**src/rtl/core/mtg_pkg.sv**
```systemverilog
`default_nettype none

package mtg_pkg;

    // State depth and twist tap
    localparam int unsigned StateDepth = 624;
    localparam int unsigned TapOffset  = 397;
    localparam int unsigned CountWidth = $clog2(StateDepth);

    typedef logic [31:0] t_word;
    typedef logic [CountWidth-1:0] t_count;

    // Seeding generator: x <- LcgMult * x + 1, two steps per word
    localparam t_word LcgMult     = 32'd69069;
    localparam t_word LcgMultSq   = 32'd475559465;  // 69069^2 mod 2^32
    localparam t_word LcgAddSq    = 32'd69070;      // 69069 + 1
    localparam t_word LcgAdd      = 32'd1;
    localparam t_word HighHalf    = 32'hffff0000;
    localparam t_word DefaultSeed = 32'd4357;

    // Twist and temper constants
    localparam t_word TwistXor = 32'h9908b0df;
    localparam t_word TopBit   = 32'h80000000;
    localparam t_word LowBits  = 32'h7fffffff;
    localparam t_word TemperB  = 32'h9d2c5680;
    localparam t_word TemperC  = 32'hefc60000;

    // Request codes
    localparam logic OpDraw = 1'b0;
    localparam logic OpSeed = 1'b1;

    // Sequencer states
    typedef enum logic [2:0] {
        S_RUN  = 3'b001,
        S_FILL = 3'b010,
        S_DRAW = 3'b100
    } t_state;

    // Seeder control and status
    typedef struct packed {
        logic  start;
        t_word seed;
    } t_seed_ctl;

    typedef struct packed {
        logic active;
        logic last;
    } t_seed_stat;

    function automatic t_word temper(input t_word w);
        t_word y;
        y = w;
        y = y ^ (y >> 11);
        y = y ^ ((y << 7) & TemperB);
        y = y ^ ((y << 15) & TemperC);
        y = y ^ (y >> 18);
        return y;
    endfunction

endpackage

`default_nettype wire

```
**src/rtl/core/mtg_twist.sv**
```systemverilog
`default_nettype none

module mtg_twist (
    input  wire mtg_pkg::t_word i_w0,
    input  wire mtg_pkg::t_word i_w1,
    input  wire mtg_pkg::t_word i_wtap,
    output mtg_pkg::t_word     o_next,
    output mtg_pkg::t_word     o_tempered
);

    mtg_pkg::t_word w_y;
    mtg_pkg::t_word w_mag;

    // Combine top bit of the oldest word with the low bits of the next
    assign w_y    = (i_w0 & mtg_pkg::TopBit) | (i_w1 & mtg_pkg::LowBits);
    assign w_mag  = w_y[0] ? mtg_pkg::TwistXor : '0;
    assign o_next = i_wtap ^ (w_y >> 1) ^ w_mag;

    // Temper the fresh word for output
    assign o_tempered = mtg_pkg::temper(o_next);

endmodule

`default_nettype wire

```
**config.mk**
```make
export PLATFORM = sky130hd
export DESIGN_NAME = mtg_twist
export DESIGN_NICKNAME = d
export VERILOG_FILES = /design/src/rtl/core/mtg_pkg.sv /design/src/rtl/core/mtg_twist.sv
export SDC_FILE = /design/constraint.sdc
export NUM_CORES = 1
export LEC_CHECK = 0
export BUFFER_PORTS_ARGS = -buffer_cell sky130_fd_sc_hd__buf_2
export CAP_MARGIN = 20
export CORE_UTILIZATION = 29
export DETAILED_ROUTE_END_ITERATION = 16
export PLACE_DENSITY = 0.8
export SLEW_MARGIN = 20
export SYNTH_ARGS = -nofsm -noshare
export SYNTH_HDL_FRONTEND = slang
export SYNTH_SLANG_ARGS = --single-unit
```
**constraint.sdc**
```tcl
create_clock -name vclk -period 1.7
set_input_delay 0.17 -clock vclk [all_inputs]
set_output_delay 0.17 -clock vclk [all_outputs]
set_load 0.05 [all_outputs]
```
# Word-level counts from Yosys, hierarchy flattened
# Cells that the tools add are included.
dict set report totals {
  ff_bits 0
  inputBits 96
  out_inout_bits 64
  elab_cells 8
}
dict set report classes {
  mux 1
  bitwise 7
}
# op n
set ops {}
lappend ops {{bitwise XOR 32 bit} 3}
lappend ops {{2-to-1 mux 32 bit} 1}
lappend ops {{OR 32 x 31 -> 32 bit} 1}
lappend ops {{bitwise XOR 32 x 14 -> 32 bit} 1}
lappend ops {{bitwise XOR 32 x 21 -> 32 bit} 1}
lappend ops {{bitwise XOR 32 x 31 -> 32 bit} 1}

# Depth between registers and ports, before layout
dict set report depth {
  word_depth 7
  ltp_mapped 5
  ltp_nobuf 4
}

# Least setup slack after synthesis
# No wires, ideal clock.
dict set report synth_path {
  path_kind {input to output}
  startpoint {input port i_w1[26]}
  endpoint {output port o_tempered[29]}
  t_arrival_ns 3.070
  required_ns 1.530
  path_slack_ns -1.540
  stages 4
  n_path_buf 0
  path_cell_list {xor2_1 xor2_1 xnor2_1 xor2_1}
}
dict set report synth_between {
  elab_chain_cells 7
}
# element line
set synth_lines {}
lappend synth_lines {{from (decl)} mtg_twist.sv:5} ;# input wire mtg_pkg::t_word i_w1,
lappend synth_lines {{OR 32 x 31 -> 32 bit} mtg_twist.sv:15} ;# assign w_y = (i_w0 & mtg_pkg::TopBit) | (i_w1 & mtg_pkg::LowBits);
lappend synth_lines {{bitwise XOR 32 x 31 -> 32 bit} mtg_twist.sv:17} ;# assign o_next = i_wtap ^ (w_y >> 1) ^ w_mag;
lappend synth_lines {{bitwise XOR 32 bit} mtg_twist.sv:17}
lappend synth_lines {{bitwise XOR 32 x 21 -> 32 bit} mtg_pkg.sv:53} ;# y = y ^ (y >> 11);
lappend synth_lines {{bitwise XOR 32 bit} mtg_pkg.sv:54} ;# y = y ^ ((y << 7) & TemperB);
lappend synth_lines {{bitwise XOR 32 bit} mtg_pkg.sv:55} ;# y = y ^ ((y << 15) & TemperC);
lappend synth_lines {{bitwise XOR 32 x 14 -> 32 bit} mtg_pkg.sv:56} ;# y = y ^ (y >> 18);
lappend synth_lines {{to (decl)} mtg_twist.sv:8} ;# output mtg_pkg::t_word o_tempered
# Every way passes these cells.

# Final worst setup path
dict set report layout_path {
  startpoint {input port i_wtap[19]}
  endpoint {output port o_tempered[5]}
}
dict set report layout_between {
  elab_chain_cells 6
}
# element line
set layout_lines {}
lappend layout_lines {{from (decl)} mtg_twist.sv:6} ;# input wire mtg_pkg::t_word i_wtap,
lappend layout_lines {{bitwise XOR 32 x 31 -> 32 bit} mtg_twist.sv:17}
lappend layout_lines {{bitwise XOR 32 bit} mtg_twist.sv:17}
lappend layout_lines {{bitwise XOR 32 x 21 -> 32 bit} mtg_pkg.sv:53}
lappend layout_lines {{bitwise XOR 32 bit} mtg_pkg.sv:54}
lappend layout_lines {{bitwise XOR 32 bit} mtg_pkg.sv:55}
lappend layout_lines {{bitwise XOR 32 x 14 -> 32 bit} mtg_pkg.sv:56}
# Every way passes these cells.

==> summary.md <==
| Metric | Value |
|---|---|
| Status | complete, but fails checks |
| Failing checks | negative setup slack |
| Initial antenna violation count | 1 |
| Commonest cells in the netlist | xnor2_1, xor2_1, inv_1, xnor3_1 |
| Largest net degree at the start of global routing | 9 |
| Vias in the first global route | 1512 |
| Startpoint types | input port |
| Setup violators final | 18 |
| Fill cell count | 121 |
| Register area share after synthesis | 0% |
| Crit Path Max Fanout | 2 |
| Max Slew Vio Count | 0 |
| # rows | 22 |
| Global-route wire length before repair | 7430 um |
| Area of the mapped netlist | 1150 um^2 |
| Dpl hpwl | 3500 um |
| Total core area | 3740 um^2 |
| Final WS setup | -0.234 ns |
| FFs & Latches | 0 |
| PortBufs | approximately 130 |
| WS Path Type | in -> out |
| Hold depth | 3 |
| Min-delay worst type | in -> out |
| Vias/cell | 4.57 |
| Die Wd | approximately 65 um |
| CTS Hold Bufs | 0 |
| Grt total ovfl | 0 |
| Peak Freq | 517 MHz |
| Period minus WS final | between 1.5 and 2 ns |
| Starting Density | 30.7% |
| GRT Util Overall | 23.7% |
| Final hold violations | 0 |
| Synth Instances | between 100 and 150 |
| Synthesized area per cell | between 10 and 15 um^2 |
| Die height | 65 um |
| Max Cap Viol | 0 |
| Worst slew pin tran | 0.541 ns |
| Hold_sp | i_w1[10] |
| P per Cell Area | around 1600 nW/um^2 |
| Synth top area cells | xnor2_1, xor2_1, xnor3_1 |
| Drt pass-1 iters | 4 |
| Top-Level Pins | 160 |
| Share of the synthesized area in the top cell type | 40.3% |
| Clkbuf count | 0 |
| CP cell instances | buf_6 > xor3_4 > xor2_4 > buf_6 > xor2_4 > xnor2_4 > buf_6 |
| Synth cell types | 12 |
| Initial drt markers | between 40 and 50 |
| Nature of the critical path endpoint | primary output |
| Share of cells above drive strength 1 | 90.3% |
| Post-route ant nets | 0 |
| Most frequent cell after synthesis | xnor2_1 |
| Slowest stage cell, crit path | xor3_4 |
| Worst path required time | approximately 1.5 ns |
| Multi-input logic area | between 2000 and 2500 um^2 |
| Area leader, netlist | xnor2_1 |
| Via count | 1540 |
| Slowest cell delay on critical path | around 0.53 ns |
| Synthesis-to-finish area growth | 204% |
| DRC | 0 |
| Routed WL | 7100 um |
| DR WL/cell | approximately 21 um |
| Final Util | 93.6% |
| YS warnings | 0 |
| Die ar. | between 4000 and 5000 um^2 |
| Nets | 386 |
| Syn_nets | 208 |
| Slew HR | between 60% and 70% |
| Most used cell, CP | buf_6 |
| Worst hold endpoint | o_next[9] |
| Peak supply drop | 1150 uV |
| Arrival time worst endpoint | 1.76 ns |
| Leak | 1.67 nW |
| Pre-CTS WS | -0.299 ns |
| Placer Congestion | 0.737 |
| Tcrit/Tclk final | 114% |
| Unrepaired setup endpoints after global routing | true |
| Seq. cell area | 0 um^2 |
[layout make-up]
class,count,share of cell area (%)
Multi-Input combinational cell,102,59.6
Timing Repair Buffer,178,37.8
Tap cell,48,1.71
Inverter,8,0.857
Antenna cell,1,0.0714
[repair_timing]
item | CTS | global route
setup endpoints to repair | 24 | 23
resized for setup | 59 | 45
buffers inserted | 5 | 10
pin swaps | 16 | 14
[routing by layer]
layer,GRT usage (%),routed length [um],vias to the layer above
met2,51.0,3970,121
met5,0,0,-
met4,5.83,410,0
met3,1.06,497,32
met1,23.7,2220,710
li1,-,-,677
[worst max-delay path by stage]
stage,start,to,slack (ns)
2_1_floorplan,i_w1[0],o_tempered[9],-0.32
3_3_place_gp,i_w1[0],o_tempered[1],-0.28
3_5_place_dp,i_w1[0],o_tempered[19],-0.30
4_1_cts,i_wtap[19],o_tempered[19],-0.18
5_1_grt,i_wtap[19],o_tempered[5],-0.27
6_report,i_wtap[19],o_tempered[5],-0.23
[critical path: cells and delay by family]
family	cells	cell delay [ns]
XOR/XNOR	4	1.18
buffers and inverters	3	0.41
[report_power, final]
group,switching (W),internal [W]
Combinational,0.00330,0.00226
Clock,0,0.0000000000786
Sequential,0,0
[stage by stage]
| step | total power (W) | instance area, um^2 | hold slack (ns) | setup TNS (ns) | instances |
|---|---|---|---|---|---|
| 2_1_floorplan | 0.00359 | 2000 | 0.462 | -3.13 | 112 |
| 3_3_place_gp | 0.00448 | 2940 | 0.741 | -3.74 | 322 |
| 3_5_place_dp | 0.00453 | 2940 | 0.746 | -4.20 | 322 |
| 4_1_cts | 0.00509 | 3240 | 0.704 | -0.871 | 326 |
| 5_1_grt | 0.00572 | 3500 | 0.714 | -2.91 | 337 |
| 6_report | 0.00556 | 3500 | 0.709 | -1.98 | 337 |
[kinds of logic (layout without fill, tap and decap cells)]
group,after synthesis,after routing,share of synthesized area [%]
xor gates and xnor gates,102,102,96.0
buffers and inverters,10,186,4.02
other,0,1,0
[layout by cell type (no fill, tap or decap)]
cell type / instances
xnor3_1: 1
xnor2_2: 24
buf_2: 93
buf_4: 42
buf_12: 4
xor3_2: 2
xnor3_2: 7
xor2_1: 5
buf_8: 6
buf_6: 33
xor2_2: 5
xnor2_1: 14
inv_1: 8
xor3_4: 1
diode_2: 1
xor2_4: 27
xnor2_4: 16
(Power assumes the default switching activity.)
