### config.mk
export PLATFORM = sky130hd
export DESIGN_NAME = mtg_seeder
export DESIGN_NICKNAME = d
export VERILOG_FILES = /design/src/rtl/core/mtg_pkg.sv /design/src/rtl/core/mtg_seeder.sv
export SDC_FILE = /design/constraint.sdc
export NUM_CORES = 1
export LEC_CHECK = 0
export BUFFER_PORTS_ARGS = -buffer_cell sky130_fd_sc_hd__buf_4
export CAP_MARGIN = 40
export CORE_MARGIN = 2
export CORE_UTILIZATION = 61
export DETAILED_ROUTE_END_ITERATION = 7
export GPL_ROUTABILITY_DRIVEN = 0
export PLACE_DENSITY = 0.79
export SLEW_MARGIN = 20
export SYNTH_ARGS = -nofsm -noshare
export SYNTH_HDL_FRONTEND = slang
export SYNTH_SLANG_ARGS = --single-unit
### constraint.sdc
create_clock -name i_clk -period 13.8 [get_ports i_clk]
set_input_delay 0.69 -clock i_clk [delete_from_list [all_inputs] [get_ports i_clk]]
set_output_delay 0.69 -clock i_clk [all_outputs]
set_load 0.02 [all_outputs]
### src/rtl/core/mtg_pkg.sv
`default_nettype none

package mtg_pkg;

    // State depth and twist tap
    localparam int unsigned StateDepth = 624;
    localparam int unsigned TapOffset  = 397;
    localparam int unsigned CountWidth = $clog2(StateDepth);

    typedef logic [31:0] t_word;
    typedef logic [CountWidth-1:0] t_count;

    // Seeding generator: x <- LcgMult * x + 1, two steps per word
    localparam t_word LcgMult     = 32'd69069;
    localparam t_word LcgMultSq   = 32'd475559465;  // 69069^2 mod 2^32
    localparam t_word LcgAddSq    = 32'd69070;      // 69069 + 1
    localparam t_word LcgAdd      = 32'd1;
    localparam t_word HighHalf    = 32'hffff0000;
    localparam t_word DefaultSeed = 32'd4357;

    // Twist and temper constants
    localparam t_word TwistXor = 32'h9908b0df;
    localparam t_word TopBit   = 32'h80000000;
    localparam t_word LowBits  = 32'h7fffffff;
    localparam t_word TemperB  = 32'h9d2c5680;
    localparam t_word TemperC  = 32'hefc60000;

    // Request codes
    localparam logic OpDraw = 1'b0;
    localparam logic OpSeed = 1'b1;

    // Sequencer states
    typedef enum logic [2:0] {
        S_RUN  = 3'b001,
        S_FILL = 3'b010,
        S_DRAW = 3'b100
    } t_state;

    // Seeder control and status
    typedef struct packed {
        logic  start;
        t_word seed;
    } t_seed_ctl;

    typedef struct packed {
        logic active;
        logic last;
    } t_seed_stat;

    function automatic t_word temper(input t_word w);
        t_word y;
        y = w;
        y = y ^ (y >> 11);
        y = y ^ ((y << 7) & TemperB);
        y = y ^ ((y << 15) & TemperC);
        y = y ^ (y >> 18);
        return y;
    endfunction

endpackage

`default_nettype wire

### src/rtl/core/mtg_seeder.sv
`default_nettype none

module mtg_seeder (
    input  wire logic              i_clk,
    input  wire logic              i_rst_n,
    input  wire mtg_pkg::t_seed_ctl i_ctl,
    output mtg_pkg::t_seed_stat    o_stat,
    output mtg_pkg::t_word         o_word
);

    mtg_pkg::t_word  r_x;
    mtg_pkg::t_word  n_x;
    mtg_pkg::t_word  w_x1;
    mtg_pkg::t_count r_cnt;
    logic            r_active;
    logic            w_last;

    // One generator step for the low half, two steps for the next word
    assign w_x1   = mtg_pkg::LcgMult * r_x + mtg_pkg::LcgAdd;
    assign n_x    = mtg_pkg::LcgMultSq * r_x + mtg_pkg::LcgAddSq;
    assign o_word = (r_x & mtg_pkg::HighHalf) | ((w_x1 & mtg_pkg::HighHalf) >> 16);
    assign w_last = r_active && (r_cnt == mtg_pkg::t_count'(mtg_pkg::StateDepth - 1));

    // Advance the generator once per word
    always_ff @(posedge i_clk) begin
        if (i_ctl.start) begin
            r_x <= i_ctl.seed;
        end else if (r_active) begin
            r_x <= n_x;
        end
    end

    // Count words until the chain is full
    always_ff @(posedge i_clk) begin
        if (!i_rst_n) begin
            r_active <= 1'b0;
            r_cnt    <= '0;
        end else if (i_ctl.start) begin
            r_active <= 1'b1;
            r_cnt    <= '0;
        end else if (r_active) begin
            r_cnt <= r_cnt + 1'b1;
            if (w_last) begin
                r_active <= 1'b0;
            end
        end
    end

    assign o_stat.active = r_active;
    assign o_stat.last   = w_last;

endmodule

`default_nettype wire

Word-level counts from Yosys, hierarchy flattened
Cells that the tools add are included.

Multiplexer cells: 5. Reduce and logical (&&, ||, !) cells: 3. Bitwise gates (word level): 2. Multipliers: 2. $add $sub $neg: 3. Equal/unequal tests: 1.

Operators with widths (count): 32-bit two-way mux (2); 32-bit by 1-bit adder with 32-bit output (second input constant) (1); 32-bit by 17-bit adder with 32-bit output (second input constant) (1); 17-bit by 32-bit multiplier with 32-bit output (first input constant) (1); 29-bit by 32-bit multiplier with 32-bit output (first input constant) (1); 32-bit by 16-bit bitwise OR with 32-bit output (1); 10-bit by 1-bit adder with 10-bit output (second input constant) (1); 10-bit equality test (second input constant) (1); 1-bit two-way mux (3); 2-bit nonzero test (1); 2-bit OR reduction (1); 1-bit logical AND (1); 1-bit inverter (1).

Flip-flop bits (word level): 43. Input bits: 35. Output and inout port bits: 34.

Longest topological paths before layout
Depth after elaboration: 5. Gate-level depth with buffers: 24. Depth with buffers taken out: 23.

Worst setup path before layout
No wires, ideal clock.

Path kind: register to output. Start point: reg r_x[7]. End point: out o_word[15]. Cell stages (with the launch flop): 20. Path slack: 7.613 ns. Arrival: 5.497 ns. Data required time: 13.110 ns. Path buffers: 0. Cell sequence: edfxtp_1 > ha_1 > xor2_1 > ha_1 > or2_2 > fa_1 > fa_1 > inv_1 > fa_1 > inv_1 > fa_1 > ha_1 > a211oi_1 > o21ai_1 > a21oi_1 > o21ai_0 > a21oi_1 > a211oi_1 > or3_1 > nand3_1.

Longest elaborated chain between the ends: 3.

Ends and longest elaborated chain: start: declaration (line mtg_seeder.sv:11) `mtg_pkg::t_word r_x;`; start signal: assignment (line mtg_seeder.sv:27) `r_x <= i_ctl.seed;`; start signal: assignment (line mtg_seeder.sv:29) `r_x <= n_x;`; 17-bit by 32-bit multiplier with 32-bit output (line mtg_seeder.sv:19) `assign w_x1 = mtg_pkg::LcgMult * r_x + mtg_pkg::LcgAdd;`; 32-bit by 1-bit adder with 32-bit output (line mtg_seeder.sv:19); 32-bit by 16-bit bitwise OR with 32-bit output (line mtg_seeder.sv:21) `assign o_word = (r_x & mtg_pkg::HighHalf) | ((w_x1 & mtg_pkg::HighHalf) >> 16);`; end: declaration (line mtg_seeder.sv:8) `output mtg_pkg::t_word o_word`.

No other way between the ends.

Worst setup path in the final report
Start point: reg r_x[10]. End point: out o_word[15].

The elaborated chain is that of the path after synthesis.

==> results.yml <==
timing:
  final-hold-violation-count: 0
  slew-limit-headroom_pct: 46.30
  tightest_slew_ns: 0.8055
  post-route-period-util_pct: 52.82
  rsz0062_at_grt: "false"
  setup_viol: 0
  hold_slack_ns: 0.5178
  finalSetupTns_ns: 0
  layout_min_cycle_time_ns: 7.289
  fmax_mhz: 137.2
  finalMaxSlewViolations: 0
  fin_skew_ns: 0.007013
  setup_ws_ns: 6.511
setup_path:
  crit_path_cell_trace: "ha_1 -> fa_1 -> fa_1 -> fa_1 -> inv_1 -> fa_1 -> inv_1 -> fa_1 -> ha_1 -> a211oi_1 -> o21ai_1 -> a21oi_1 -> o21ai_0 -> a21oi_1 -> a211oi_1 -> or3_1 -> nand3_1 -> buf_4"
  crit_type: "reg2out"
  critical_path.max_fanout: 11
  crit_required_ns: 13.11
  cp_data_arrival_time_ns: 6.60
  cpPeakStageDelay_ns: 0.73
  slowest_stage: "edfxtp_1"
  start_kind: "flop"
  cp_num_buf_inv: 3
  end_kind: "output pin"
  path_common_cell: "fa_1"
  cpLargestDelayFamily: "adder cells"
  r2r_start: "r_x[12]$_DFFE_PN_"
  crit_start: "r_x[10]$_DFFE_PN_"
yosys:
  yosysMostFrequentCell: "inv_1"
  synthTopCellsByCount: "471 x inv_1, 325 x ha_1, 299 x fa_1"
  synth_top_cell_by_area: "fa_1"
  synth-main-ff-cell: "edfxtp_1"
  syn-cell-area_um2: 15730
  ys_seq_elements: 43
  ys_types: 59
  syn_inst: 1565
  syn_avg_cell_area_um2: 10.05
  ys_top_cells_by_area: "fa_1 38%, ha_1 26%, inv_1 11%"
  synth_warnings: 0
  synthArstFlopShare_pct: 0
  synth.top_cell.area_share_pct: 38.05
  synth-seq-area-share_pct: 7.508
  syn_nets: 2224
  synth_edf_count: 32
grt:
  grt_max_degree: 70
  grt_pass1_wl_um: 61970
  grtUsageTotal_pct: 30.14
  antenna_found_initial: 0
  grt_overflow: 0
  grt_pass1_vias: 11990
die:
  rows: 58
  boundaryPins: 69
  dieArea_um2: 27090
  fp.dieH_um: 164.6
  core_um2: 25250
  die_w_um: 164.6
  start_util_pct: 62.29
routing:
  route.vias.total: 10840
  drt.antenna.violating_nets: 0
  drt_wl_total_um: 37660
  via_per_inst: 5.563
  drt-wirelength-per-cell_um: 19.32
  drcViolationCount: 0
  first_iter_violations: 743
  first_pass_iters: 7
clock_tree:
  cts_buffer_depth: 2
  cts_buffers: 5
  clockRootBuffer: "clkbuf_16"
  post_cts_buffers: 0
  clkTransAtPathRegs_ns: 0.07
  clock-sinks: 43
  cts_tree: "yes"
  postCtsHoldBufs: 0
  clock_latency_ns: 0.30
  htree_levels: 2
  cts_resized: 0
finish:
  utilization_pct: 66.16
  layout-drive-gt1-share_pct: 6.362
  fin_nets: 2277
  multiInputGateArea_um2: 12600
  ff_latch_area_um2: 1181
  syn_to_final_growth_pct: 6.212
  n_antenna_cell: 0
  fill_cells: 1925
place:
  io_buffers: 68
  place_ws_ns: 6.781
  hpwl_um: 33140
run_status:
  run_status: "completed"
worst_hold_path:
  hold_class: "reg2reg"
  hp-start: "r_cnt[9]$_SDFFE_PP0P_"
run:
  drv_cap: 0
-- cells in the final DEF (no fill, tap or decap), drive strengths merged, types with 4 or more instances in the layout --
cell and count:
inv 473, ha 325, fa 299, buf 75
xnor2 61, nor2 47, a21oi 42, nand2 40
o21ai 39, edfxtp 32, xor2 25, nand3 17
a21o 15, dfxtp 11, a211oi 8, nand2b 8
and3 8, clkbuf 8, nor3 7, nand4 7
o21a 6, a31oi 6, o211ai 6, and2 5
mux2 5, or2 4, o31ai 4, a311oi 4
-- worst reg2reg max path, delay by kind of cell, from the launching register on --
kind	cells	cell delay [ns]
fa+ha+maj	9	4.29
compound gates	6	1.42
flops	1	0.65
buf+inv	2	0.12
-- path summary, 6_finish.rpt --
kind | endpoint | cells past startpoint | slack [ns]
max | o_word[15] | 18 | 6.51
min | r_cnt[9]$_SDFFE_PP0P_ | 2 | 0.52
max reg2reg | r_x[30]$_DFFE_PN_ | 17 | 7.05
min reg2reg | r_cnt[9]$_SDFFE_PP0P_ | 2 | 0.52
-- per-stage QoR --
step                      instances  cell area (um2)
after floorplan                1565            15730
after global placement         1941            16530
after detailed placement       1941            16530
after CTS                      1949            16710
after global routing           1949            16710
final                          1949            16710
-- registers in the layout, indices dropped and copies added (netlist names) --
name / flops
r_x: 32
r_cnt: 10
r_active: 1
-- area by class of cell --
cell class                      count  area share, %
Clock buffer                        8          1.071
Inverter                          473          10.63
Sequential cell                    43          7.069
Timing Repair Buffer               75          3.370
Tap cell                          330          2.471
Multi-Input combinational cell   1020          75.39
-- layer usage --
layer  track usage, %  vias up  part of all wire [%]
li1                 -     4960                     -
met1            40.46     5284                    41
met2            48.17      482                    46
met3            5.500      117                   8.2
met4            13.32        0                   4.9
met5                0        -                     0
-- cells by family (layout without fill, tap and decap cells) --
group	count (synthesis)	after routing	share of synthesized area, %
DFF	43	43	7.508
and+or+nand+nor	154	154	4.661
adders and majority gates	624	624	63.90
muxes	6	6	0.4215
AOI/OAI and AO/OA	150	150	6.307
buffers and inverters	502	556	12.42
xor gates and xnor gates	86	86	4.788
Power is not shown: default switching activity piles up to over one toggle a cycle in this logic, so the estimate is an artifact.
