## src/rtl/core/mtg_pkg.sv

```systemverilog
`default_nettype none

package mtg_pkg;

    // State depth and twist tap
    localparam int unsigned StateDepth = 624;
    localparam int unsigned TapOffset  = 397;
    localparam int unsigned CountWidth = $clog2(StateDepth);

    typedef logic [31:0] t_word;
    typedef logic [CountWidth-1:0] t_count;

    // Seeding generator: x <- LcgMult * x + 1, two steps per word
    localparam t_word LcgMult     = 32'd69069;
    localparam t_word LcgMultSq   = 32'd475559465;  // 69069^2 mod 2^32
    localparam t_word LcgAddSq    = 32'd69070;      // 69069 + 1
    localparam t_word LcgAdd      = 32'd1;
    localparam t_word HighHalf    = 32'hffff0000;
    localparam t_word DefaultSeed = 32'd4357;

    // Twist and temper constants
    localparam t_word TwistXor = 32'h9908b0df;
    localparam t_word TopBit   = 32'h80000000;
    localparam t_word LowBits  = 32'h7fffffff;
    localparam t_word TemperB  = 32'h9d2c5680;
    localparam t_word TemperC  = 32'hefc60000;

    // Request codes
    localparam logic OpDraw = 1'b0;
    localparam logic OpSeed = 1'b1;

    // Sequencer states
    typedef enum logic [2:0] {
        S_RUN  = 3'b001,
        S_FILL = 3'b010,
        S_DRAW = 3'b100
    } t_state;

    // Seeder control and status
    typedef struct packed {
        logic  start;
        t_word seed;
    } t_seed_ctl;

    typedef struct packed {
        logic active;
        logic last;
    } t_seed_stat;

    function automatic t_word temper(input t_word w);
        t_word y;
        y = w;
        y = y ^ (y >> 11);
        y = y ^ ((y << 7) & TemperB);
        y = y ^ ((y << 15) & TemperC);
        y = y ^ (y >> 18);
        return y;
    endfunction

endpackage

`default_nettype wire

```

## src/rtl/core/mtg_cell.sv

```systemverilog
`default_nettype none

module mtg_cell (
    input  wire logic          i_clk,
    input  wire logic          i_shift,
    input  wire mtg_pkg::t_word i_d,
    output mtg_pkg::t_word     o_q
);

    mtg_pkg::t_word r_word;

    // Take the neighbor's word on every shift, hold otherwise
    always_ff @(posedge i_clk) begin
        if (i_shift) begin
            r_word <= i_d;
        end
    end

    assign o_q = r_word;

endmodule

`default_nettype wire

```

## config.mk

```make
export PLATFORM = sky130hd
export DESIGN_NAME = mtg_cell
export DESIGN_NICKNAME = d
export VERILOG_FILES = /design/src/rtl/core/mtg_pkg.sv /design/src/rtl/core/mtg_cell.sv
export SDC_FILE = /design/constraint.sdc
export NUM_CORES = 1
export LEC_CHECK = 0
export BUFFER_PORTS_ARGS = -buffer_cell sky130_fd_sc_hd__buf_2
export CORE_MARGIN = 4
export CORE_UTILIZATION = 39
export CTS_CLUSTER_DIAMETER = 50
export DETAILED_ROUTE_END_ITERATION = 10
export PLACE_DENSITY = 0.72
export SYNTH_ARGS = -nofsm -noshare
export SYNTH_HDL_FRONTEND = slang
export SYNTH_SLANG_ARGS = --single-unit
export TNS_END_PERCENT = 30
```

## constraint.sdc

```tcl
create_clock -name i_clk -period 0.8 [get_ports i_clk]
set_clock_uncertainty 0.05 [all_clocks]
set_input_delay 0.04 -clock i_clk [delete_from_list [all_inputs] [get_ports i_clk]]
set_output_delay 0.04 -clock i_clk [all_outputs]
set_load 0.02 [all_outputs]
```

* Word-level counts from Yosys, hierarchy flattened *
Index checks and enable logic that the tools add are counted.

storage, ports and cells
  bits in registers = 32
  output and inout port bits = 32
  logic and storage cells = 1

* Longest topological paths before layout *
Gate-level depths: netlist (run 1).

  word-level depth = 0
  mapped depth = 0
  mapped depth without buffers = 0

* Worst setup path before layout (run 1) *
OpenSTA, ideal clock, no wires.

  path kind = register to output
  from = reg r_word[0], in the netlist o_q[0]
  to = out o_q[0]
  arrival time = 0.449 ns
  slack = 0.261 ns
  stages on the path, launching flop included = 1
  buffers on the path = 0
  cells stage by stage = edfxtp_1

RTL lines
  element                   line            text
  start: declaration        mtg_cell.sv:10  mtg_pkg::t_word r_word;
  start signal: assignment  mtg_cell.sv:15  r_word <= i_d;
  end: declaration          mtg_cell.sv:7   output mtg_pkg::t_word o_q

No word-level cell between the ends.

* Final worst setup path (run 1) *
  from = reg r_word[25], in the netlist o_q[25]
  to = out o_q[25]

No word-level cell between the ends.

==> results of run 1 <==
## routing by layer
metal | up-vias | GRT usage | share of wire
met3 | 2 | 0.0802 | 0.10
met5 | - | 0 | 0
li1 | 344 | - | -
met1 | 331 | 0.198 | 0.35
met2 | 42 | 0.297 | 0.53
met4 | 0 | 0.0497 | 0.0086
## synthesized netlist by cell type
cell type   n  area, sq um
edfxtp_1   32          961
## power by group through the flow
stage / Combinational (mW) / Sequential (mW) / Clock [mW]
after floorplan: 0 / 2.24 / 0
after global placement: 0.424 / 2.05 / 0
after detailed placement: 0.435 / 2.06 / 0
after CTS: 0.586 / 2.03 / 0.860
after global routing: 0.661 / 2.05 / 0.940
final: 0.626 / 2.04 / 0.831
## metrics by stage
stage	area, sq um	std cells
final	1820	167
after global routing	1820	167
after CTS	1770	167
after detailed placement	1360	127
after global placement	1360	127
after floorplan	961	32
## placed cells by master (no fill, tap or decap)
master,instances
buf_12,2
clkbuf_4,5
edfxtp_1,32
clkbuf_1,2
buf_2,51
dlygate4sd3_1,32
clkinv_1,1
buf_6,14
## kinds of logic after synthesis
family  synth area share
DFF                 1.00
## layout make-up
| cell class | count | area, sq um |
|---|---|---|
| clock inverter | 1 | 3.75 |
| timing repair buffer | 99 | 773 |
| fill | 114 | 458 |
| sequential | 32 | 961 |
| tap | 28 | 35.0 |
| clock buffer | 7 | 45.0 |
## worst max path at each step
stage / end / slack, ns / depth (start not counted)
2_1_floorplan: o_q[0] / 0.26 / 0
3_3_place_gp: o_q[9]$_DFFE_PP_ / 0.12 / 2
3_5_place_dp: o_q[27]$_DFFE_PP_ / 0.11 / 2
4_1_cts: o_q[9] / -0.19 / 1
5_1_grt: o_q[25] / -0.23 / 1
6_report: o_q[25] / -0.18 / 1
## timing repair
| item | CTS | global route |
|---|---|---|
| pin swaps | 0 | 0 |
| endpoints found under the hold margin | 32 | 0 |
| gates resized for setup | 14 | 14 |
| hold buffers | 32 | 0 |
| endpoints found under the setup margin | 32 | 32 |
| buffers inserted | 0 | 0 |
==> impl_metrics.py, run 1 <==
metrics = {
    "power": {
        "power_mw": 3.49,
        "p_leak_nw": 0.778,
        "p_sw_mw": 0.840,
        "p_clk_frac": 0.238,
        "p_seq_frac": 0.583,
        "sw_frac_of_total": 0.240,
        "p_per_area_mw_per_mm2": 1920,
        "p_comb_frac": 0.179,
        "cellInternalPower_mw": 2.65,
        "vdd_drop_max_uv": 1930,
    },
    "place": {
        "place.gp.congestion": 0.703,
        "place_worst_setup_slack_ns": 0.108,
        "io_buffers": 65,
    },
    "timing": {
        "fin_crit_ns": 0.982,
        "max_slew_margin": 0.921,
        "rsz0062_at_grt": "yes",
        "whs_ns": 0.0903,
        "tns_ns": -4.64,
        "slew_violations": 0,
        "max_freq_mhz": 1020,
        "period_share": 1.23,
        "hold_violations": 0,
        "setup_ws_ns": -0.182,
        "max_slew.worst_pin.slew_ns": 0.119,
        "finalSetupViolCount": 32,
    },
    "finish": {
        "drive_gt1_frac": 0.518,
        "syn_to_final_growth_pct": 89.2,
        "fin_util": 0.799,
        "antenna_cells": 0,
        "nNetsFinal": 172,
        "largest_reg_flops": 32,
        "num-multi-input-gates": 0,
        "multiInputGateArea_sq_um": 0,
    },
    "logic_synthesis": {
        "ys_warn_count": 0,
        "syn_inst": 32,
        "syn_nets": 66,
        "syn_area_sq_um": 961,
        "seq_area_frac_synth": 1.00,
        "yosysUniqueCellTypes": 1,
        "synth_seq_cells": 32,
        "synth.avg_cell_area_sq_um": 30.0,
    },
    "critical_path": {
        "arrival_ns": 0.89,
        "end_kind": "output port",
        "startpoint_type": "flop",
        "critical_path_required_ns": 0.71,
        "crit_family": "flip-flops",
        "criticalPathCategory": "flop to output port",
        "max_stage_delay_ns": 0.42,
        "worstPathCellList": "buf_6",
        "cp-startpoint": "o_q[25]$_DFFE_PP_",
        "crit_path_top_delay_cell": "edfxtp_1",
        "crit_buf_inv": 1,
        "crit_fanout": 1,
    },
    "clock_network": {
        "path_clk_slew_ns": 0.09,
        "h-tree-depth": 2,
        "cts_tree": "done",
        "cts.sinks": 32,
        "clk_path_buf_depth": 2,
        "numCtsBuffers": 5,
        "clockRootBuffer": "clkbuf_4",
    },
    "die": {
        "core_sq_mm": 0.00228,
        "initial_utilization": 0.422,
        "dieArea_sq_mm": 0.00332,
        "dieHeight_microns": 57.6,
        "ios": 66,
        "dieWidth_microns": 57.6,
        "fp-row-count": 17,
    },
    "hold_path": {
        "worstHoldStart": "i_shift",
        "hp-class": "input port to flop",
        "min_to": "o_q[21]$_DFFE_PP_",
        "holdPathStages": 2,
    },
    "routing": {
        "drt_iter0_drc": 14,
        "dr.pass1.iters": 2,
        "routed_wl_mm": 2.69,
        "antenna_left": 0,
        "drcViolationCount": 0,
        "viasPerCell": 4.31,
        "wl_per_cell_microns": 16.1,
        "num_vias": 719,
    },
    "outcome": {
        "violations": "setup timing",
        "status": "complete, but fails checks",
    },
    "flow_run": {
        "cap_violations": 0,
    },
    "grt": {
        "grtUsageTotal": 0.175,
        "grt-ovfl-total": 0,
        "grt_pass1_vias": 804,
        "grt_max_degree": 18,
        "antenna_found_initial": 0,
        "grt_pass1_wl_mm": 4.11,
    },
}
Power figures use the tool's default switching activity.
==> run 2, diff against run 1 <==
--- a/config.mk
+++ b/config.mk
@@ -7,10 +7,10 @@
 export LEC_CHECK = 0
 export BUFFER_PORTS_ARGS = -buffer_cell sky130_fd_sc_hd__buf_2
 export CORE_MARGIN = 4
-export CORE_UTILIZATION = 39
+export CORE_UTILIZATION = 35
 export CTS_CLUSTER_DIAMETER = 50
 export DETAILED_ROUTE_END_ITERATION = 10
-export PLACE_DENSITY = 0.72
+export PLACE_DENSITY = 0.68
 export SYNTH_ARGS = -nofsm -noshare
 export SYNTH_HDL_FRONTEND = slang
 export SYNTH_SLANG_ARGS = --single-unit
==> constraint.sdc (replaced) <==
create_clock -name i_clk -period 0.89 [get_ports i_clk]
set_clock_uncertainty 0.05 [all_clocks]
set_input_delay 0.0445 -clock i_clk [delete_from_list [all_inputs] [get_ports i_clk]]
set_output_delay 0.0445 -clock i_clk [all_outputs]
set_load 0.02 [all_outputs]
==> impl_metrics.py, run 2 (synthesis gave the netlist of run 1 again) <==
metrics = {
    "finish": {
        "antenna_cells": 0,
        "final_cells": 168,
        "largest_reg_flops": 32,
        "final_cell_mix": "buf_2 (57), dlygate4sd3_1 (32), edfxtp_1 (32)",
        "nNetsFinal": 172,
        "stdcell_area_sq_mm": 0.00178,
        "syn_to_final_growth_pct": 85.3,
        "num-multi-input-gates": 0,
        "fin_util": 0.700,
        "drive_gt1_frac": 0.529,
        "nFillCells": 169,
        "multiInputGateArea_sq_um": 0,
        "final_common_cell": "buf_2",
    },
    "routing": {
        "drcViolationCount": 0,
        "dr.pass1.iters": 3,
        "viasPerCell": 4.18,
        "antenna_left": 0,
        "drt_iter0_drc": 4,
        "wl_per_cell_microns": 14.6,
        "routed_wl_mm": 2.45,
        "num_vias": 702,
    },
    "timing": {
        "whs_ns": 0.0875,
        "period_share": 1.10,
        "tns_ns": -1.54,
        "slew_violations": 0,
        "hold_violations": 0,
        "setup_ws_ns": -0.0851,
        "max_slew_margin": 0.922,
        "max_slew.worst_pin.slew_ns": 0.118,
        "max_freq_mhz": 1030,
        "rsz0062_at_grt": "yes",
        "finalSetupViolCount": 32,
        "fin_crit_ns": 0.975,
    },
    "grt": {
        "grtUsageTotal": 0.155,
        "grt_pass1_vias": 759,
        "grt-ovfl-total": 0,
        "grt_pass1_wl_mm": 3.65,
        "antenna_found_initial": 0,
        "grt_max_degree": 20,
    },
    "place": {
        "place.gp.congestion": 0.633,
        "io_buffers": 65,
        "dp_cells": 129,
        "place_worst_setup_slack_ns": 0.185,
        "place_area_sq_mm": 0.00136,
    },
    "die": {
        "ios": 66,
        "dieHeight_microns": 60.4,
        "dieArea_sq_mm": 0.00365,
        "initial_utilization": 0.378,
        "fp-row-count": 18,
        "core_sq_mm": 0.00254,
        "dieWidth_microns": 60.4,
    },
    "critical_path": {
        "worstPathCellList": "buf_6",
        "startpoint_type": "flop",
        "crit_path_top_delay_cell": "edfxtp_1",
        "crit_buf_inv": 1,
        "crit_family": "flip-flops",
        "max_stage_delay_ns": 0.41,
        "critical_path_required_ns": 0.80,
        "arrival_ns": 0.88,
        "end_kind": "output port",
        "criticalPathCategory": "flop to output port",
        "crit_fanout": 1,
    },
    "clock_network": {
        "cts_tree": "done",
        "numCtsBuffers": 5,
        "path_clk_slew_ns": 0.08,
        "h-tree-depth": 2,
        "clk_path_buf_depth": 2,
        "cts.sinks": 32,
        "clockRootBuffer": "clkbuf_4",
    },
    "outcome": {
        "violations": "setup timing",
        "status": "complete, but fails checks",
    },
    "power": {
        "p_leak_nw": 0.766,
        "vdd_drop_max_uv": 1140,
        "power_mw": 3.04,
        "p_per_area_mw_per_mm2": 1710,
    },
    "hold_path": {
        "hp-class": "input port to flop",
    },
    "flow_run": {
        "cap_violations": 0,
    },
}
[run 2: cell count changes in the layout (fill, tap and decap cells not counted), sizes merged]
cell / change
clkbuf: -1
[run 2: final timing paths]
kind,start,end,slack [ns],cells past startpoint
setup / recovery,o_q[8]$_DFFE_PP_,o_q[8],-0.09,1
hold / removal,i_shift,o_q[1]$_DFFE_PP_,0.09,2
[run 2: per-layer routing]
layer | wire length (microns) | global-route usage
met5 | 0 | 0
met4 | 51 | 0.0665
met3 | 244 | 0.0809
met2 | 1510 | 0.312
met1 | 642 | 0.116
[run 2: layout make-up]
cell class / instances / area (sq um) / share of cell area
Timing Repair Buffer: 99 / 736 / 0.413
Sequential cell: 32 / 961 / 0.540
Clock buffer: 6 / 41.3 / 0.0232
Tap cell: 30 / 37.5 / 0.0211
Clock inverter: 1 / 5.00 / 0.00281
[run 2: report_power, final]
part	leakage [nW]	switching, mW	total (mW)	internal (mW)
Clock	0.0281	0.407	0.697	0.290
Combinational	0.425	0.260	0.527	0.267
Sequential	0.313	0.0326	1.82	1.79
[run 2: repair_timing]
| action | 4_1_cts | 5_1_grt |
|---|---|---|
| setup endpoints to repair | 32 | 32 |
| endpoints found under the hold margin | 32 | 0 |
| hold buffers | 32 | 0 |
| gates resized for setup | 8 | 8 |
| setup buffers | 0 | 0 |
==> run 3, diff against run 2 <==
==> constraint.sdc (replaced) <==
create_clock -name i_clk -period 0.89 [get_ports i_clk]
set_clock_uncertainty 0.05 [all_clocks]
set_input_delay 0.2225 -clock i_clk [delete_from_list [all_inputs] [get_ports i_clk]]
set_output_delay 0.2225 -clock i_clk [all_outputs]
set_load 0.02 [all_outputs]
==> impl_metrics.py, run 3 (synthesis gave the netlist of run 1 again) <==
metrics = {
    "outcome": {
        "status": "complete, but fails checks",
        "violations": "setup timing",
    },
    "die": {
        "dieHeight_microns": 60.4,
        "dieWidth_microns": 60.4,
        "fp-row-count": 18,
        "initial_utilization": 0.378,
        "core_sq_mm": 0.00254,
        "dieArea_sq_mm": 0.00365,
        "ios": 66,
    },
    "hold_path": {
        "worstHoldStart": "i_d[9]",
        "hp-class": "input port to flop",
    },
    "grt": {
        "grt_pass1_vias": 590,
        "grt_pass1_wl_mm": 2.80,
        "antenna_found_initial": 0,
        "grt-ovfl-total": 0,
        "grtUsageTotal": 0.118,
        "grt_max_degree": 20,
    },
    "power": {
        "p_leak_nw": 0.681,
        "power_mw": 2.96,
        "sw_frac_of_total": 0.229,
        "p_seq_frac": 0.615,
        "cellInternalPower_mw": 2.28,
        "vdd_drop_max_uv": 1110,
        "p_sw_mw": 0.678,
        "p_per_area_mw_per_mm2": 1880,
        "p_comb_frac": 0.152,
        "p_clk_frac": 0.234,
    },
    "critical_path": {
        "criticalPathCategory": "flop to output port",
        "startpoint_type": "flop",
        "crit_buf_inv": 1,
        "critical_path_required_ns": 0.62,
        "cp-startpoint": "o_q[6]$_DFFE_PP_",
        "crit_fanout": 1,
        "worstPathCellList": "buf_2",
        "crit_path_top_delay_cell": "edfxtp_1",
        "crit_family": "flip-flops",
        "end_kind": "output port",
        "arrival_ns": 0.87,
        "max_stage_delay_ns": 0.38,
    },
    "routing": {
        "num_vias": 624,
        "drcViolationCount": 0,
        "antenna_left": 0,
        "wl_per_cell_microns": 13.2,
        "routed_wl_mm": 1.95,
        "dr.pass1.iters": 3,
        "viasPerCell": 4.22,
        "drt_iter0_drc": 2,
    },
    "timing": {
        "setup_ws_ns": -0.248,
        "slew_violations": 0,
        "rsz0062_at_grt": "yes",
        "fin_crit_ns": 1.14,
        "max_freq_mhz": 879,
        "period_share": 1.28,
        "max_slew.worst_pin.slew_ns": 0.118,
        "whs_ns": 0.0299,
        "finalSetupViolCount": 32,
        "max_slew_margin": 0.922,
        "hold_violations": 0,
    },
    "place": {
        "io_buffers": 65,
        "place.gp.congestion": 0.633,
    },
    "flow_run": {
        "cap_violations": 0,
    },
    "finish": {
        "num-multi-input-gates": 0,
        "drive_gt1_frac": 0.619,
        "nNetsFinal": 152,
        "regArea_sq_um": 961,
        "antenna_cells": 0,
        "syn_to_final_growth_pct": 63.8,
        "final_cell_mix": "buf_2 (58), edfxtp_1 (32), dlygate4sd3_1 (12)",
        "multiInputGateArea_sq_um": 0,
        "nFillCells": 198,
        "final_common_cell": "buf_2",
        "largest_reg_flops": 32,
    },
    "clock_network": {
        "numCtsBuffers": 5,
        "cts.sinks": 32,
        "path_clk_slew_ns": 0.08,
        "cts_tree": "done",
        "clk_path_buf_depth": 2,
        "h-tree-depth": 2,
        "clockRootBuffer": "clkbuf_4",
    },
}
[run 3: cell types whose count changed in the layout (fill, tap and decap cells not counted)]
cell	delta
buf_2	+1
buf_6	-1
dlygate4sd3_1	-20
[run 3: metrics by stage]
step           cell area (sq um)  setup slack (ns)   util  TNS (ns)  std cells
2_1_floorplan                961             0.168      -         0         32
3_3_place_gp                1360            0.0135  0.536         0        129
3_5_place_dp                1360           0.00733  0.536         0        129
4_1_cts                     1440            -0.280  0.564     -8.03        136
5_1_grt                     1570            -0.312  0.618     -9.14        148
6_report                    1570            -0.248  0.618     -7.17        148
[run 3: timing repair]
item / 4_1_cts / 5_1_grt
pin swaps: 0 / 0
cloned: 0 / 0
hold buffers: 0 / 12
setup endpoints to repair: 32 / 32
gates resized for setup: 8 / 6
buffers inserted: 0 / 0
endpoints found under the hold margin: 0 / 12
[run 3: final timing paths]
path                          endpoint  slack, ns  cells past startpoint
worst max-delay path            o_q[6]      -0.25                      1
worst min-delay path  o_q[9]$_DFFE_PP_       0.03                      1
[run 3: final cells by class]
type                  instances  share of cell area
Sequential cell              32               0.610
Clock inverter                1             0.00318
Tap cell                     30              0.0238
Clock buffer                  6              0.0262
Timing Repair Buffer         79               0.336
[run 3: power by group through the flow]
stage	Combinational, mW	Sequential (mW)	Clock (mW)
2_1_floorplan	0	2.01	0
3_3_place_gp	0.380	1.85	0
3_5_place_dp	0.388	1.85	0
4_1_cts	0.404	1.82	0.735
5_1_grt	0.478	1.83	0.821
6_report	0.449	1.82	0.692
[run 3: layer usage]
layer	vias to the layer above	global-route usage	routed length, microns
li1	301	-	-
met1	283	0.106	527
met2	33	0.202	1130
met3	7	0.0723	241
met4	0	0.0665	51
met5	-	0	0
